`src/rtl/dbm_pkg.sv`:
```
// ----------------------------------------------------------------------------
// dbm_pkg
// Shared types, codes and constants of the DFA byte matcher.
// ----------------------------------------------------------------------------
package dbm_pkg;

	localparam int NUM_STATES_DEF    = 256;
	localparam int POSITION_BITS_DEF = 16;
	localparam int ENTRY_W           = 10;
	localparam int RES_FIFO_DEPTH    = 4;
	localparam logic [7:0] WILDCARD_BYTE = 8'hFF;

	typedef enum logic [1:0] {
		FUNC_WR_TRANS  = 2'd0,
		FUNC_WR_ACCEPT = 2'd1,
		FUNC_DATA      = 2'd2,
		FUNC_END       = 2'd3
	} func_t;

	typedef enum logic [1:0] {
		KIND_NONE = 2'd0,
		KIND_GOTO = 2'd1,
		KIND_DEAD = 2'd2
	} kind_t;

	typedef struct packed {
		kind_t      kind;
		logic [7:0] target;
	} entry_t;

	typedef struct packed {
		logic [1:0] func;
		logic [7:0] table_state;
		logic [7:0] key_byte;
		logic [7:0] target_state;
		logic [1:0] entry_kind;
		logic       accept_value;
		logic [7:0] data_byte;
	} req_t;

	typedef struct packed {
		logic        whole_match;
		logic        prefix_match;
		logic [15:0] stop_position;
		logic        stopped_early;
	} res_t;

	// table write request
	typedef struct packed {
		logic       trans_we;
		logic       acc_we;
		logic [7:0] state;
		logic [7:0] key;
		entry_t     entry;
		logic       acc;
	} tbl_wr_t;

	// table lookup request; the wildcard entry is read alongside
	typedef struct packed {
		logic [7:0] state;
		logic [7:0] key;
	} tbl_rd_t;

	typedef struct packed {
		entry_t dir;
		entry_t wild;
		logic   acc;
	} tbl_rsp_t;

	// unknown kinds store as none; dead keeps no target
	function automatic entry_t make_entry(input logic [1:0] kind, input logic [7:0] target);
		entry_t e;
		e = '0;
		unique case (kind)
			KIND_GOTO: begin
				e.kind   = KIND_GOTO;
				e.target = target;
			end
			KIND_DEAD: begin
				e.kind = KIND_DEAD;
			end
			default: begin
				e.kind = KIND_NONE;
			end
		endcase
		return e;
	endfunction

endpackage

```
`src/rtl/dbm_rfifo.sv`:
```
// ----------------------------------------------------------------------------
// dbm_rfifo
// Small result queue between the match pipeline and the result channel.
// ----------------------------------------------------------------------------
module dbm_rfifo import dbm_pkg::*; (
	input  logic clk,
	input  logic arst_n,
	input  logic push,
	input  res_t push_data,
	input  logic pend,
	output logic room,
	input  logic pop_ready,
	output logic valid,
	output res_t data
);

	localparam int PTRW = $clog2(RES_FIFO_DEPTH);
	localparam int CW   = PTRW + 1;

	res_t            mem_q [RES_FIFO_DEPTH];
	logic [PTRW-1:0] wr_ptr_q;
	logic [PTRW-1:0] rd_ptr_q;
	logic [CW-1:0]   cnt_q;
	logic            pop;

	assign valid = cnt_q != '0;
	assign pop   = valid && pop_ready;
	assign data  = mem_q[rd_ptr_q];
	// pend: a result already on its way in
	assign room  = (cnt_q + CW'(pend)) < CW'(RES_FIFO_DEPTH);

	always_ff @(posedge clk) begin
		if (push) begin
			mem_q[wr_ptr_q] <= push_data;
		end
	end

	always_ff @(posedge clk or negedge arst_n) begin
		if (!arst_n) begin
			wr_ptr_q <= '0;
			rd_ptr_q <= '0;
			cnt_q    <= '0;
		end else begin
			if (push) begin
				wr_ptr_q <= wr_ptr_q + 1'b1;
			end
			if (pop) begin
				rd_ptr_q <= rd_ptr_q + 1'b1;
			end
			cnt_q <= cnt_q + CW'(push) - CW'(pop);
		end
	end

	a_no_overflow: assert property (@(posedge clk) disable iff (!arst_n)
		push |-> cnt_q < CW'(RES_FIFO_DEPTH))
		else $error("result queue overflow");

	a_cnt_bound: assert property (@(posedge clk) disable iff (!arst_n)
		cnt_q <= CW'(RES_FIFO_DEPTH))
		else $error("result queue count out of range");

endmodule
```
`config.mk`:
```
export PLATFORM = sky130hd
export DESIGN_NAME = dbm_rfifo
export DESIGN_NICKNAME = d
export VERILOG_FILES = /design/src/rtl/dbm_pkg.sv /design/src/rtl/dbm_rfifo.sv
export SDC_FILE = /design/constraint.sdc
export NUM_CORES = 1
export LEC_CHECK = 0
export ABC_AREA = 1
export BUFFER_PORTS_ARGS = -buffer_cell sky130_fd_sc_hd__buf_4
export CAP_MARGIN = 30
export CORE_ASPECT_RATIO = 0.6
export CORE_MARGIN = 8
export CORE_UTILIZATION = 57
export CTS_BUF_LIST = sky130_fd_sc_hd__clkbuf_16
export DETAILED_ROUTE_END_ITERATION = 6
export PLACE_DENSITY_LB_ADDON = 0.2
export RECOVER_POWER = 50
export SLEW_MARGIN = 20
export SYNTH_ARGS = -nofsm -noshare
export SYNTH_HDL_FRONTEND = slang
export SYNTH_SLANG_ARGS = --single-unit
```
`constraint.sdc`:
```
create_clock -name clk -period 2.48 [get_ports clk]
set_input_delay 0.248 -clock clk [delete_from_list [all_inputs] [get_ports clk]]
set_output_delay 0.248 -clock clk [all_outputs]
set_load 0.05 [all_outputs]
```
==> run summary, run 1 <==
GP Congestion: 0.741
share of cells above drive strength 1: 12.9%
maxcap violations: 0
Tcrit/Tclk final: 85.1%
Die Footprint: 8870 µm²
run status: finished, final reports clean
HP Class: in -> reg
IO buf count: 44
gr usage total: 15.3%
power share of the clock group: 21.6%
most instantiated library cell after synthesis: edfxtp_1
number of CTS-inserted buffers: 9
largest area contributor in the netlist: edfxtp_1
CTS root buffer: clkbuf_16
largest cells by area after synthesis: edfxtp_1, nand2_1, dfrtp_1, nor2_1, o21ai_0
Rows: 22
Layout area overhead: 18.1%
fin. max-slew vios: 0
Sequential Power Share: 34.6%
Worst Setup End Kind: flop
largest net degree at the start of global routing: 42
Die Y-Extent: 76.2 µm
Worst-Margin Slew: 1260 ps
post-CTS resize count: 0
vias in the first global route: 2070
htree depth: 3
wirelength, routed: 6350 µm
Achievable Freq: 474 MHz
switch share: 42.1%
switching power: 0.00244 W
Post-synth ARST share: 8.43%
CP Launch Type: flop
Clock Path Buffers: 2
Int Pwr: 0.00335 W
first-pass GRT wire length: 10300 µm
Starting Density: 57.7%
postcts setup bufs: 0
CTS Hold Bufs: 1
fill cell count: 445
GRT Residual Overflow: 0
top post-synthesis cells by count: edfxtp_1, nand2_1, nor2_1
crit path kind: reg -> reg
Syn Nets: 327
area share of the largest cell type after synthesis: 66.2%
WP data required: 2700 ps
Seq cells post-synth: 83
Fin. Hold Viols: 0
CP max FO: 5
Comb pwr share: 43.8%
Chip Width: 116 µm
Tot Pwr: 0.00579 W
Cell Pwr Density: 1420 nW/µm²
Post-synth EDFFs: 76
clock latency at the later pin of the worst-skew pair: 330 ps
WP data arrival: 2330 ps
Final HPWL DP: 3900 µm
Setup Skew: 5.97 ps
register area: 2460 µm²
drt first pass iters: 4
synth warn: 0
Clock transition at path regs: 60 ps
final net count: 375
relative slew slack: 15.9%
sequential share of the synthesized area: 71.3%
DRT iter0 DRCs: 126
mean post-synth cell area: 11.6 µm²
Lkg Pwr: 1.69 nW
Core Util, Final: 68.1%
post-synthesis cell type count: 19
total clock sinks: 83
Vias/cell: 4.95
DRC errors left: 0
Antenna diodes: 0
setup TNS: 0 ps
peak supply drop: 0.821 mV
final setup fails: 0
initial antenna violation count: 0
RSZ-0062 raised after global routing: false
Synth Flop Type: edfxtp_1
antenna-violating nets left: 0
area of the multi-input gates: 761 µm²
crit path time final: 2110 ps
Gate Count Post-Synth: 296
Cell Area, Synth: 3450 µm²
routed via count: 2144
average wire per standard cell: 14.7 µm
Top-Level Pins: 45
CTS tree: done
core area: 5970 µm²
power groups by stage:
| stage | logic (W) | clock network, W | registers, W |
|---|---|---|---|
| after floorplan | 0.00193 | 0 | 0.00195 |
| after global placement | 0.00253 | 0 | 0.00201 |
| after detailed placement | 0.00257 | 0 | 0.00203 |
| after CTS | 0.00259 | 0.00127 | 0.00200 |
| after global routing | 0.00276 | 0.00133 | 0.00203 |
| final | 0.00253 | 0.00125 | 0.00200 |
worst max-delay path, cell delays in order (launching register included):
cell and delay [ps]:
dfrtp_1 440, nor2_1 110, nand2_1 120, nand2_1 110, inv_1 50, ha_1 260
inv_1 40, ha_1 180, fa_1 430, xor2_1 170, nand2_1 60, nand2_1 40
cells by family (layout without fill, tap and decap cells):
family	count (synthesis)	count (layout)	share of synthesized area, %
adders and majority gates	7	7	2.76
xor gates and xnor gates	4	4	1.02
AOI/OAI and AO/OA	39	39	5.66
DFF	83	83	71.3
buffers and inverters	48	101	6.61
and+or+nand+nor	115	115	12.6
worst paths after layout:
kind	to	start	cells after the start	slack [ps]
min in group asynchronous	cnt_q[1]	arst_n	2	350
setup / recovery	cnt_q[2]	cnt_q[1]	11	370
hold / removal	wr_ptr_q[0]	push	2	150
hold reg to reg	rd_ptr_q[1]	rd_ptr_q[1]	2	500
max in group asynchronous	rd_ptr_q[0]	arst_n	2	1840
setup reg to reg	cnt_q[2]	cnt_q[1]	11	370
metal layers:
metal	global-route usage, %	wire (µm)	vias up
met5	0	0	-
met4	4.12	55	0
met3	6.33	509	7
met2	22.9	2920	59
met1	19.9	2860	1010
li1	-	-	1068
layout make-up:
| cell class | count | share of cell area [%] |
|---|---|---|
| flip-flops and latches | 83 | 60.4 |
| multi-input cells | 165 | 18.7 |
| repair buffers | 51 | 8.15 |
| clock buffers | 9 | 5.54 |
| inverters | 34 | 3.14 |
| well taps | 84 | 2.58 |
| clock inverters | 7 | 1.48 |
layout by cell type (no fill, tap or decap):
cell type and instances:
edfxtp_1 76, nand2_1 73, nor2_1 39, inv_1 34
o21ai_0 28, buf_4 27, clkbuf_1 21, o21ai_1 11
clkbuf_16 9, ha_1 6, dfrtp_1 6, nand3_1 3
xor2_1 3, clkinv_2 3, buf_12 2, inv_2 1
xnor2_1 1, fa_1 1, bufinv_16 1, clkinvlp_4 1
clkinv_1 1, dlygate4sd3_1 1, dfrtp_2 1
per-stage QoR:
stage	setup WS [ps]	instances	hold slack, ps	cell area [µm²]
final	369	433	153	4070
after global routing	212	433	154	4070
after CTS	361	433	111	4150
after detailed placement	380	416	66.7	3850
after global placement	471	416	66.5	3850
after floorplan	182	296	-47.6	3450
state kept, by name, summed over array words and instances (netlist names):
signal    flops
rd_ptr_q      2
cnt_q         3
wr_ptr_q      2
mem_q        76
(Power assumes the default switching activity.)
==> inputs of run 2 (changes only) <==
--- a/config.mk
+++ b/config.mk
@@ -6,6 +6,7 @@
 export NUM_CORES = 1
 export LEC_CHECK = 0
 export ABC_AREA = 1
+export ABC_CLOCK_PERIOD_IN_PS = 2300
 export BUFFER_PORTS_ARGS = -buffer_cell sky130_fd_sc_hd__buf_4
 export CAP_MARGIN = 30
 export CORE_ASPECT_RATIO = 0.6
==> constraint.sdc (replaced) <==
create_clock -name clk -period 2.3 [get_ports clk]
set_input_delay 0.23 -clock clk [delete_from_list [all_inputs] [get_ports clk]]
set_output_delay 0.23 -clock clk [all_outputs]
set_load 0.05 [all_outputs]
==> run 2 against run 1 <==
  * Clock power rose by 4%
  * Register-to-register slack worse by 190 ps
  * Power rose by 7.5%
  * Highest routed layer unchanged
  * Maximum frequency is 0.31% lower
  * Setup slack lost 190 ps
  * Hold slack better by 0.88 ps
  * Cell area did not move
  * First-iteration DRC count rose by 28%
  * Largest power group unchanged
  * Core utilization is the same
  * Critical path depth did not move
  * Final cell count is 0.46% higher
==> run summary, run 2 (synthesized netlist as in run 1, its figures left out) <==
crit path time final: 2120 ps
GP Congestion: 0.737
Fin. Hold Viols: 0
Starting Density: 57.7%
CTS tree: done
run status: finished, final reports clean
Worst-Margin Slew: 448 ps
Clock Path Buffers: 2
postcts setup bufs: 0
Design Area, Final: 4070 µm²
total clock sinks: 83
Antenna diodes: 0
Rows: 22
initial antenna violation count: 0
Cell Pwr Density: 1530 nW/µm²
commonest non-fill, non-tap cell in the layout: edfxtp_1
Core Util, Final: 68.1%
peak supply drop: 1.08 mV
largest net degree at the start of global routing: 32
Final HPWL DP: 4280 µm
vias in the first global route: 2143
share of cells above drive strength 1: 14.5%
wirelength, routed: 6520 µm
RSZ-0062 raised after global routing: false
Chip Width: 116 µm
Die Footprint: 8870 µm²
Placement Cell Area: 3850 µm²
max FFs per register: 76
first-pass GRT wire length: 10300 µm
Achievable Freq: 472 MHz
Tcrit/Tclk final: 92.1%
GRT Residual Overflow: 0
Die Y-Extent: 76.2 µm
maxcap violations: 0
gr usage total: 15.6%
clock latency at the later pin of the worst-skew pair: 330 ps
CP max FO: 5
antenna-violating nets left: 0
core area: 5970 µm²
CTS root buffer: clkbuf_16
number of CTS-inserted buffers: 9
htree depth: 3
fin. max-slew vios: 0
most frequent cells in the layout: edfxtp_1, nand2_1, nor2_1
relative slew slack: 70.1%
Setup Skew: 5.48 ps
CP Launch Type: flop
Tot Pwr: 0.00622 W
final setup fails: 0
crit path kind: reg -> reg
Vias/cell: 4.96
Clock transition at path regs: 60 ps
routed via count: 2157
final net count: 377
setup TNS: 0 ps
WP data required: 2530 ps
DRC errors left: 0
average wire per standard cell: 15.0 µm
largest reg by FF count: mem_q
Largest regs: mem_q (76), cnt_q (3)
Layout area overhead: 18.1%
Worst Setup End Kind: flop
DRT iter0 DRCs: 161
Lkg Pwr: 1.69 nW
Top-Level Pins: 45
WP data arrival: 2340 ps
IO buf count: 44
HP Class: in -> reg
drt first pass iters: 4
run 2: cell types whose count changed in the layout (fill, tap and decap cells not counted), sizes merged:
cell / previous run / this run
buf: 29 / 32
bufinv: 1 / 0
clkbuf: 30 / 29
clkinv: 4 / 3
clkinvlp: 1 / 2
inv: 35 / 36
run 2: final timing paths:
kind / from / endpoint / slack, ps / depth (start not counted)
min: push_data[8] / mem_q[0][8] / 150 / 1
min reg2reg: rd_ptr_q[1] / rd_ptr_q[1] / 490 / 2
max: cnt_q[1] / cnt_q[2] / 180 / 11
max reg2reg: cnt_q[1] / cnt_q[2] / 180 / 11
min in group asynchronous: arst_n / cnt_q[2] / 340 / 2
max in group asynchronous: arst_n / rd_ptr_q[0] / 1650 / 2
run 2: layer usage:
layer | up-vias | track usage [%] | wire length, µm
met4 | 0 | 5.53 | 35
li1 | 1070 | - | -
met2 | 72 | 23.3 | 3050
met5 | - | 0 | 0
met1 | 1013 | 20.2 | 2880
met3 | 2 | 6.01 | 555
run 2: report_power, final:
part / internal (W) / leakage [nW] / switching, W / total, W
logic: 0.000789 / 0.777 / 0.00202 / 0.00281
clock network: 0.000735 / 0.132 / 0.000568 / 0.00130
registers: 0.00199 / 0.780 / 0.000109 / 0.00210
run 2: repair_timing:
action / CTS / global route
hold buffers: 1 / 0
hold endpoints to repair: 7 / 0
endpoints found under the setup margin: 0 / 1
resized for setup: 0 / 1
run 2: metrics by stage:
step | setup WS [ps] | hold WS, ps | instances
6_report | 183 | 154 | 435
5_1_grt | 15.4 | 151 | 435
4_1_cts | 154 | 81.8 | 435
3_5_place_dp | 161 | 51.5 | 418
3_3_place_gp | 305 | 49.0 | 418
2_1_floorplan | 1.65 | -65.6 | 296
run 2: worst max-delay path, stage by stage, from the launching register on:
cell and delay (ps):
dfrtp_1 430, nor2_1 150, nand2_2 100, nand2_1 110, inv_1 60, ha_1 260, inv_1 40, ha_1 180
fa_1 410, xor2_1 160, nand2_1 60, nand2_1 40
run 2: cell type report:
type	count	area [µm²]
Inverter	34	128
Tap cell	84	105
Clock buffer	9	225
Multi-Input combinational cell	165	763
Sequential cell	83	2460
Timing Repair Buffer	53	338
Fill cell	438	1900
Clock inverter	7	51.3
